===== config.mk =====
export PLATFORM = sky130hd
export DESIGN_NAME = scalar_kalman_filter_core_flat
export DESIGN_NICKNAME = d
export VERILOG_FILES = /design/src/hw/rtl/skf_pkg.sv /design/src/hw/rtl/skf_if.sv /design/src/hw/rtl/skf_ctrl.sv /design/src/hw/rtl/skf_dp.sv /design/src/hw/rtl/scalar_kalman_filter_core.sv /design/src/flat_wrapper.sv
export SDC_FILE = /design/constraint.sdc
export NUM_CORES = 2
export LEC_CHECK = 0
export ABC_AREA = 1
export BUFFER_PORTS_ARGS = -buffer_cell sky130_fd_sc_hd__buf_2
export CAP_MARGIN = 20
export CORE_MARGIN = 5
export CORE_UTILIZATION = 59
export DETAILED_ROUTE_END_ITERATION = 10
export PLACE_DENSITY = 0.85
export SLEW_MARGIN = 20
export SYNTH_ARGS = -nofsm -noshare
export SYNTH_HDL_FRONTEND = slang
export SYNTH_SLANG_ARGS = --single-unit

===== constraint.sdc =====
create_clock -name clk_i -period 18.9 [get_ports clk_i]
set_clock_uncertainty 0.15 [all_clocks]
set_input_delay 2.835 -clock clk_i [delete_from_list [all_inputs] [get_ports clk_i]]
set_output_delay 2.835 -clock clk_i [all_outputs]
set_load 0.02 [all_outputs]

===== src/hw/rtl/skf_pkg.sv =====
// Shared types and constants for the scalar Kalman filter core.
// Used by the controller, the datapath and the top level; no dependencies.
package skf_pkg;

  localparam int unsigned DataW    = 32;
  localparam int unsigned MeasW    = 16;
  localparam int unsigned GainW    = 16;
  localparam int unsigned CfgAddrW = 2;
  localparam int unsigned DivSteps = GainW;
  localparam int unsigned DivCntW  = $clog2(DivSteps);

  // Configuration register indexes
  localparam logic [CfgAddrW-1:0] RegInitEst = 2'd0;
  localparam logic [CfgAddrW-1:0] RegInitVar = 2'd1;
  localparam logic [CfgAddrW-1:0] RegProcQ   = 2'd2;
  localparam logic [CfgAddrW-1:0] RegMeasR   = 2'd3;

  localparam logic [DataW-1:0] InitEstRst = 32'h0000_0000;
  localparam logic [DataW-1:0] InitVarRst = 32'h0001_0000;
  localparam logic [DataW-1:0] ProcQRst   = 32'h0000_028F;
  localparam logic [DataW-1:0] MeasRRst   = 32'h0001_0000;

  localparam logic [GainW-1:0] GainMax = 16'hFFFF;

  typedef struct packed {
    logic start;     // capture sample, predict variance, seed divider
    logic div_step;  // one restoring division step
    logic mul;       // register both products
    logic update;    // commit state and present the result
  } skf_cmd_t;

  typedef struct packed {
    logic div_done;  // current step is the last quotient bit
    logic out_free;  // output register can take a new result
  } skf_status_t;

endpackage


===== src/hw/rtl/skf_if.sv =====
// Valid/ready channel interfaces for the scalar Kalman filter core.
// Sample channel in, result channel out; no dependencies.
interface skf_meas_if;
  logic               valid;
  logic               ready;
  logic signed [15:0] measurement;

  modport source (output valid, output measurement, input ready);
  modport sink (input valid, input measurement, output ready);
endinterface

interface skf_res_if;
  logic               valid;
  logic               ready;
  logic signed [31:0] estimate;
  logic        [31:0] variance;

  modport source (output valid, output estimate, output variance, input ready);
  modport sink (input valid, input estimate, input variance, output ready);
endinterface


===== src/hw/rtl/skf_ctrl.sv =====
// Sequencing state machine of the scalar Kalman filter core.
// Depends on skf_pkg for the command and status structs.
module skf_ctrl (
  input  logic                clk_i,
  input  logic                rst_ni,
  input  logic                in_valid_i,
  output logic                in_ready_o,
  input  skf_pkg::skf_status_t status_i,
  output skf_pkg::skf_cmd_t    cmd_o
);
  import skf_pkg::*;

  typedef enum logic [1:0] {
    StIdle,
    StDiv,
    StMul,
    StUpd
  } state_e;

  state_e state_q;

  assign in_ready_o = (state_q == StIdle);

  always_comb begin
    cmd_o          = '0;
    cmd_o.start    = (state_q == StIdle) && in_valid_i;
    cmd_o.div_step = (state_q == StDiv);
    cmd_o.mul      = (state_q == StMul);
    cmd_o.update   = (state_q == StUpd) && status_i.out_free;
  end

  always_ff @(posedge clk_i or negedge rst_ni) begin
    if (!rst_ni) begin
      state_q <= StIdle;
    end else begin
      case (state_q)
        StIdle: begin
          if (in_valid_i) begin
            state_q <= StDiv;
          end
        end
        StDiv: begin
          if (status_i.div_done) begin
            state_q <= StMul;
          end
        end
        StMul: begin
          state_q <= StUpd;
        end
        StUpd: begin
          // hold until the previous result has been taken
          if (status_i.out_free) begin
            state_q <= StIdle;
          end
        end
        default: begin
          state_q <= StIdle;
        end
      endcase
    end
  end

  a_accept_starts_div: assert property (@(posedge clk_i) disable iff (!rst_ni)
    (in_valid_i && in_ready_o) |=> (state_q == StDiv))
    else $error("accepted request did not start the division");

  a_single_cmd: assert property (@(posedge clk_i) disable iff (!rst_ni)
    $onehot0({cmd_o.start, cmd_o.div_step, cmd_o.mul, cmd_o.update}))
    else $error("more than one datapath command at once");

  a_update_ends_item: assert property (@(posedge clk_i) disable iff (!rst_ni)
    cmd_o.update |=> in_ready_o)
    else $error("controller not idle after commit");

endmodule


===== src/hw/rtl/skf_dp.sv =====
// Datapath of the scalar Kalman filter core: configuration, state,
// restoring divider, multipliers and output register. Depends on skf_pkg.
module skf_dp (
  input  logic                          clk_i,
  input  logic                          rst_ni,
  input  logic                          cfg_we_i,
  input  logic [skf_pkg::CfgAddrW-1:0]  cfg_addr_i,
  input  logic [skf_pkg::DataW-1:0]     cfg_wdata_i,
  input  logic signed [skf_pkg::MeasW-1:0] measurement_i,
  input  skf_pkg::skf_cmd_t             cmd_i,
  output skf_pkg::skf_status_t          status_o,
  output logic                          out_valid_o,
  input  logic                          out_ready_i,
  output logic signed [skf_pkg::DataW-1:0] estimate_o,
  output logic [skf_pkg::DataW-1:0]     variance_o
);
  import skf_pkg::*;

  logic [DataW-1:0] init_est_q, init_var_q, q_q, r_q;
  logic [DataW-1:0] est_q, var_q;

  logic [DataW-1:0]   p_q;
  logic [DataW:0]     den_q;
  logic [DataW:0]     rem_q;
  logic [GainW-1:0]   quo_q;
  logic [DivCntW-1:0] cnt_q;
  logic               r_zero_q;
  logic signed [33:0] e_q;

  logic signed [50:0] prod_c_q;
  logic [48:0]        prod_v_q;

  logic               out_valid_q;
  logic [DataW-1:0]   out_est_q, out_var_q;

  // prediction and residual
  logic [DataW:0]     p_sum;
  logic [DataW-1:0]   p_sat;
  logic signed [33:0] e_d;
  assign p_sum = {1'b0, var_q} + {1'b0, q_q};
  assign p_sat = p_sum[DataW] ? '1 : p_sum[DataW-1:0];
  assign e_d   = $signed({{2{measurement_i[MeasW-1]}}, measurement_i, 16'h0000})
               - $signed({{2{est_q[DataW-1]}}, est_q});

  // restoring division step
  logic [DataW+1:0] rem_sh;
  logic             q_bit;
  assign rem_sh = {rem_q, 1'b0};
  assign q_bit  = (rem_sh >= {1'b0, den_q});

  // gain and products
  logic [GainW-1:0]   gain;
  logic [GainW:0]     one_minus_g;
  logic signed [50:0] prod_c_d;
  logic [48:0]        prod_v_d;
  assign gain = r_zero_q ? ((p_q == '0) ? '0 : GainMax) : quo_q;
  assign one_minus_g = 17'h1_0000 - {1'b0, gain};
  assign prod_c_d = $signed({1'b0, gain}) * e_q;
  assign prod_v_d = 49'(p_q) * 49'(one_minus_g);

  // update and saturation
  logic signed [34:0] corr;
  logic signed [35:0] est_sum;
  logic [DataW-1:0]   est_new, var_new;
  assign corr    = prod_c_q[50:16];
  assign est_sum = $signed({{4{est_q[DataW-1]}}, est_q}) + $signed({corr[34], corr});
  always_comb begin
    if (est_sum > 36'sh0_7FFF_FFFF) begin
      est_new = 32'h7FFF_FFFF;
    end else if (est_sum < -36'sh0_8000_0000) begin
      est_new = 32'h8000_0000;
    end else begin
      est_new = est_sum[DataW-1:0];
    end
  end
  assign var_new = prod_v_q[47:16];

  assign status_o.div_done = (cnt_q == DivCntW'(DivSteps - 1));
  assign status_o.out_free = !out_valid_q || out_ready_i;

  assign out_valid_o = out_valid_q;
  assign estimate_o  = $signed(out_est_q);
  assign variance_o  = out_var_q;

  // configuration and filter state
  always_ff @(posedge clk_i or negedge rst_ni) begin
    if (!rst_ni) begin
      init_est_q <= InitEstRst;
      init_var_q <= InitVarRst;
      q_q        <= ProcQRst;
      r_q        <= MeasRRst;
      est_q      <= InitEstRst;
      var_q      <= InitVarRst;
    end else if (cfg_we_i) begin
      case (cfg_addr_i)
        RegInitEst: begin
          init_est_q <= cfg_wdata_i;
          est_q      <= cfg_wdata_i;
          var_q      <= init_var_q;
        end
        RegInitVar: begin
          init_var_q <= cfg_wdata_i;
          est_q      <= init_est_q;
          var_q      <= cfg_wdata_i;
        end
        RegProcQ: q_q <= cfg_wdata_i;
        RegMeasR: r_q <= cfg_wdata_i;
        default: ;
      endcase
    end else if (cmd_i.update) begin
      est_q <= est_new;
      var_q <= var_new;
    end
  end

  // working registers
  always_ff @(posedge clk_i) begin
    if (cmd_i.start) begin
      p_q      <= p_sat;
      den_q    <= {1'b0, p_sat} + {1'b0, r_q};
      rem_q    <= {1'b0, p_sat};
      quo_q    <= '0;
      r_zero_q <= (r_q == '0);
      e_q      <= e_d;
    end else if (cmd_i.div_step) begin
      rem_q <= q_bit ? 33'(rem_sh - {1'b0, den_q}) : rem_sh[DataW:0];
      quo_q <= {quo_q[GainW-2:0], q_bit};
    end
    if (cmd_i.mul) begin
      prod_c_q <= prod_c_d;
      prod_v_q <= prod_v_d;
    end
    if (cmd_i.update) begin
      out_est_q <= est_new;
      out_var_q <= var_new;
    end
  end

  always_ff @(posedge clk_i or negedge rst_ni) begin
    if (!rst_ni) begin
      cnt_q       <= '0;
      out_valid_q <= 1'b0;
    end else begin
      if (cmd_i.start) begin
        cnt_q <= '0;
      end else if (cmd_i.div_step) begin
        cnt_q <= cnt_q + 1'b1;
      end
      if (cmd_i.update) begin
        out_valid_q <= 1'b1;
      end else if (out_ready_i) begin
        out_valid_q <= 1'b0;
      end
    end
  end

  a_var_shrinks: assert property (@(posedge clk_i) disable iff (!rst_ni)
    cmd_i.update |-> (var_new <= p_q))
    else $error("posterior variance above predicted variance");

  a_div_seed: assert property (@(posedge clk_i) disable iff (!rst_ni)
    (cmd_i.start && (r_q != '0)) |=> (rem_q < den_q))
    else $error("divider seeded with remainder not below divisor");

  a_no_overwrite: assert property (@(posedge clk_i) disable iff (!rst_ni)
    cmd_i.update |-> (!out_valid_q || out_ready_i))
    else $error("result overwritten before it was taken");

endmodule


===== src/hw/rtl/scalar_kalman_filter_core.sv =====
// Top level of the scalar Kalman filter core: controller plus datapath.
// Depends on skf_pkg, skf_if, skf_ctrl and skf_dp.
//
// One-dimensional Kalman filter with A = H = 1 in Q16.16 fixed point. Each
// accepted sample request runs in order: the accepting edge predicts the
// variance and forms the residual, then the restoring divider forms the
// Q0.16 gain (one quotient bit per cycle), then the two multiplies are
// registered, and the commit, which waits until the result channel is free,
// presents the result. The core takes one sample at a time and accepts no new
// sample until the commit; a finished result waits in its own output
// register, so the next sample is accepted while it waits.
// Writing initial_estimate or initial_variance reloads both state values;
// configuration must be written only while no sample is in progress; the
// core does not enforce this.
module scalar_kalman_filter_core (
  input  logic                         clk_i,
  input  logic                         rst_ni,
  input  logic                         cfg_we_i,
  input  logic [skf_pkg::CfgAddrW-1:0] cfg_addr_i,
  input  logic [skf_pkg::DataW-1:0]    cfg_wdata_i,
  skf_meas_if.sink                     meas_if,
  skf_res_if.source                    res_if
);
  import skf_pkg::*;

  skf_cmd_t    cmd;
  skf_status_t status;

  skf_ctrl u_ctrl (
    .clk_i      (clk_i),
    .rst_ni     (rst_ni),
    .in_valid_i (meas_if.valid),
    .in_ready_o (meas_if.ready),
    .status_i   (status),
    .cmd_o      (cmd)
  );

  skf_dp u_dp (
    .clk_i         (clk_i),
    .rst_ni        (rst_ni),
    .cfg_we_i      (cfg_we_i),
    .cfg_addr_i    (cfg_addr_i),
    .cfg_wdata_i   (cfg_wdata_i),
    .measurement_i (meas_if.measurement),
    .cmd_i         (cmd),
    .status_o      (status),
    .out_valid_o   (res_if.valid),
    .out_ready_i   (res_if.ready),
    .estimate_o    (res_if.estimate),
    .variance_o    (res_if.variance)
  );

endmodule

===== src/flat_wrapper.sv =====
// flat-port wrapper written by rule: the top's interface ports become plain ports
module scalar_kalman_filter_core_flat import skf_pkg::*;
  (clk_i, rst_ni, cfg_we_i, cfg_addr_i, cfg_wdata_i, meas_if_valid, meas_if_measurement, meas_if_ready, res_if_valid, res_if_estimate, res_if_variance, res_if_ready);
  skf_meas_if meas_if_i ();
  skf_res_if res_if_i ();
  input  logic clk_i;
  input  logic rst_ni;
  input  logic cfg_we_i;
  input  logic [skf_pkg::CfgAddrW-1:0] cfg_addr_i;
  input  logic [skf_pkg::DataW-1:0] cfg_wdata_i;
  input wire logic [$bits(meas_if_i.valid)-1:0] meas_if_valid;
  input wire logic [$bits(meas_if_i.measurement)-1:0] meas_if_measurement;
  output wire logic [$bits(meas_if_i.ready)-1:0] meas_if_ready;
  output wire logic [$bits(res_if_i.valid)-1:0] res_if_valid;
  output wire logic [$bits(res_if_i.estimate)-1:0] res_if_estimate;
  output wire logic [$bits(res_if_i.variance)-1:0] res_if_variance;
  input wire logic [$bits(res_if_i.ready)-1:0] res_if_ready;
  assign meas_if_i.valid = meas_if_valid;
  assign meas_if_i.measurement = meas_if_measurement;
  assign meas_if_ready = meas_if_i.ready;
  assign res_if_valid = res_if_i.valid;
  assign res_if_estimate = res_if_i.estimate;
  assign res_if_variance = res_if_i.variance;
  assign res_if_i.ready = res_if_ready;
  scalar_kalman_filter_core u_core (.clk_i(clk_i), .rst_ni(rst_ni), .cfg_we_i(cfg_we_i), .cfg_addr_i(cfg_addr_i), .cfg_wdata_i(cfg_wdata_i), .meas_if(meas_if_i), .res_if(res_if_i));
endmodule

==> metrics.md <==
| Metric | Value |
|---|---|
| Post-synthesis register bit count | about 480 |
| Synth Cell Area | 0.0624 mm^2 |
| Clock latency on the worst-skew pair | 680 ps |
| Max-cap violations | 0 |
| Sequential share of the synthesized area | 21.1% |
| Syn Inst Count | 7593 |
| Register area | 0.0132 mm^2 |
| Post-synth EDFFs | 261 |
| Final Max Tran Viols | 0 |
| Initial antenna violation count | 6 |
| Core ar. | approximately 0.11 mm^2 |
| Hold buffers post-CTS | 0 |
| Critical Path End Type | flop |
| Crit path largest cell delay | between 800 and 900 ps |
| WP data arrival | 10900 ps |
| Syn Area/Cell | 8.21 um^2 |
| # setup viols final | 0 |
| Rel. slew slack | a little over a quarter |
| Synth top area cells | fa_1, edfxtp_1, nand2_1, inv_1, ha_1 |
| Clock-pin slew on the worst setup and hold paths | 70 ps |
| Reg2reg start | u_core.u_dp.p_q[31]$_DFFE_PP_ |
| 1st-pass router iterations | 7 |
| Vias in the first global route | approximately 54000 |
| Clock Sink Count | 477 |
| Die W | 335 um |
| Global route overflow | 0 |
| Clock buffer depth | 3 |
| Worst setup SP type | flop |
| DR iter-0 viols | 5334 |
| Non-filler cells, final | 8995 |
| RSZ-0062 raised after global routing | false |
| DRC | 0 |
| Post-placement cell count | 8883 |
| Main flop type after synthesis | edfxtp_1 |
| Site Rows | between 100 and 150 |
| Top Ports | between 100 and 150 |
| First-pass GRT wire length | approximately 300 mm |
| Yosys top cell by area | fa_1 |
| Tcrit/Tclk final | 56.4% |
| WL per Instance | roughly 22 um |
| Final WL | 196 mm |
| Status | completed |
| ANT nets after route | 0 |
| Pin count of the biggest net entering global routing | 96 |
| DR vias/cell | 5.83 |
| Postcts setup bufs | 0 |
| Top cell type's share of synthesized area | between 30% and 40% |
| Via Count | roughly 52000 |
| Initial Util | 59.3% |
| DIE AREA | between 0.1 and 0.15 mm^2 |
| Least-Margin Pin Slew | around 1100 ps |
| TritonCTS Buffers | between 50 and 60 |
| Fillers | approximately 8900 |
| Worst Reg-to-Reg Cells | 35 |
| Hold Vio Cnt, Final | 0 |
| Placed Area | 0.0640 mm^2 |
| CTS tree | built |
| Hold path depth | 2 |
| Share of cells above drive strength 1 | 4.55% |
| Post-Layout Inst Area | 0.0660 mm^2 |
| Critical path type | flop to flop |
| Ys Warns | 0 |
| Crit Path Max Fanout | 28 |
| Post-synth ARST share | between 40% and 50% |
| Nets | between 8000 and 9000 |
| Setup TNS Final | 0 ps |
| Most frequent CP cell | nand2_1 |
| Final GP Congestion | 1.04 |
| Crit path launch | u_core.u_dp.p_q[31]$_DFFE_PP_ |
| CP max stage cell | edfxtp_1 |
| Clk root buf | clkbuf_16 |
| Tmin final | 10650 ps |
| Worst min-delay path category | flop to flop |
| HPWL after detailed placement | around 160 mm |
| Area Overhead vs Synth | 5.78% |
| H-Tree Depth | 2 |
| Multi-input gate area | 0.0420 mm^2 |
| Worst hold path startpoint | u_core.u_dp.init_var_q[16]$_DFFE_PN1P_ |
| Port bufs | 120 |
| Mapped Nets | between 8000 and 9000 |
| Worst Path Required | 19150 ps |
| Post-cts resize count | 0 |
| Chip height | around 340 um |
| Global Route Usage Sum | 35.1% |
| Synth unique cells | 58 |
| Max Freq | 0.0939 GHz |
==> synth_stat cells, types with 15 or more instances <==
master and number:
a21oi_1 336, a221oi_1 40, a31oi_1 31, a41oi_1 31
buf_1 25, buf_2 41, clkbuf_1 185, dfrtp_1 190
dfxtp_1 17, edfxtp_1 261, fa_1 951, ha_1 388
inv_1 1630, inv_2 18, nand2_1 1707, nand3_1 251
nand4_1 55, nor2_1 641, nor3_1 47, nor4_1 26
o21a_1 32, o21ai_0 283, o21ai_1 18, o21bai_1 22
o22ai_1 16, or2_2 15, xnor2_1 72, xor2_1 129
==> path summary, 6_finish.rpt <==
| check | slack [ps] | end |
|---|---|---|
| max | 8250 | u_core.u_dp.prod_v_q[37]$_DFFE_PP_ |
| min | 320 | u_core.u_dp.init_var_q[16]$_DFFE_PN1P_ |
| max reg2reg | 8250 | u_core.u_dp.prod_v_q[37]$_DFFE_PP_ |
| min reg2reg | 320 | u_core.u_dp.init_var_q[16]$_DFFE_PN1P_ |
| max in group asynchronous | 14380 | u_core.u_ctrl.state_q[1]$_DFFE_PN0P_ |
| min in group asynchronous | 1970 | u_core.u_dp.est_q[26]$_DFFE_PN0P_ |
==> cells in the final DEF, fill, tap and decap left out, types with 57 or more instances in the layout <==
cell,synthesis,routed
nor2_1,641,639
a21oi_1,336,335
nand2_1,1707,1705
xnor2_1,72,72
nand3_1,251,248
xor2_1,129,129
fa_1,951,951
edfxtp_1,261,261
o21ai_0,283,283
dfrtp_1,190,190
buf_2,41,119
clkbuf_16,0,57
ha_1,388,387
inv_1,1630,1627
==> through the flow <==
step,util (%),hold WS [ps],setup WS (ps)
floorplan,-,277,11150
global placement,60.9,292,9030
detailed placement,60.9,297,8820
CTS,62.7,323,8690
global route,62.7,339,7960
finish,62.8,320,8250
==> logic make-up after synthesis <==
kind of cell             Yosys count  share of synthesized area (%)
XOR/XNOR                         201                           2.82
buffers and inverters           1920                           11.7
AND/OR/NAND/NOR                 2783                           17.9
AO/OA/AOI/OAI                    873                           8.06
adder cells (fa/ha/maj)         1339                           38.3
flip-flops                       477                           21.1
==> worst max-delay path: cells and delay by family (launching register included) <==
kind / cells / cell delay (ps)
simple gates: 13 / 2250
buf+inv: 10 / 2520
compound gates: 4 / 1080
flops: 1 / 820
fa+ha+maj: 7 / 3430
xor+xnor: 1 / 100
==> flip-flops by register name, indices dropped and copies added (netlist names), 33 cells and up <==
| register | cells |
|---|---|
| u_core.u_dp.prod_c_q | 34 |
| u_core.u_dp.e_q | 33 |
| u_core.u_dp.rem_q | 33 |
| u_core.u_dp.den_q | 33 |
==> cell type report <==
type	count	share of cell area, %
sequential	477	20.0
timing repair buffer	165	1.49
antenna	4	0.0152
clock buffer	69	2.33
multi-input combinational	5196	63.6
clock inverter	37	0.529
tap	1391	2.64
inverter	1656	9.43
==> layer usage <==
layer / track usage, % / wire length [um] / part of all wire [%] / vias to the layer above
met5: 0 / 22 / 0.011 / -
met4: 23.0 / 17100 / 8.7 / 4
li1: - / - / - / 23225
met3: 7.67 / 20300 / 10 / 789
met1: 44.1 / 70600 / 36 / 25341
met2: 55.3 / 88200 / 45 / 3064
Power is not shown: default switching activity piles up to over one toggle a cycle in this logic, so the estimate is an artifact.
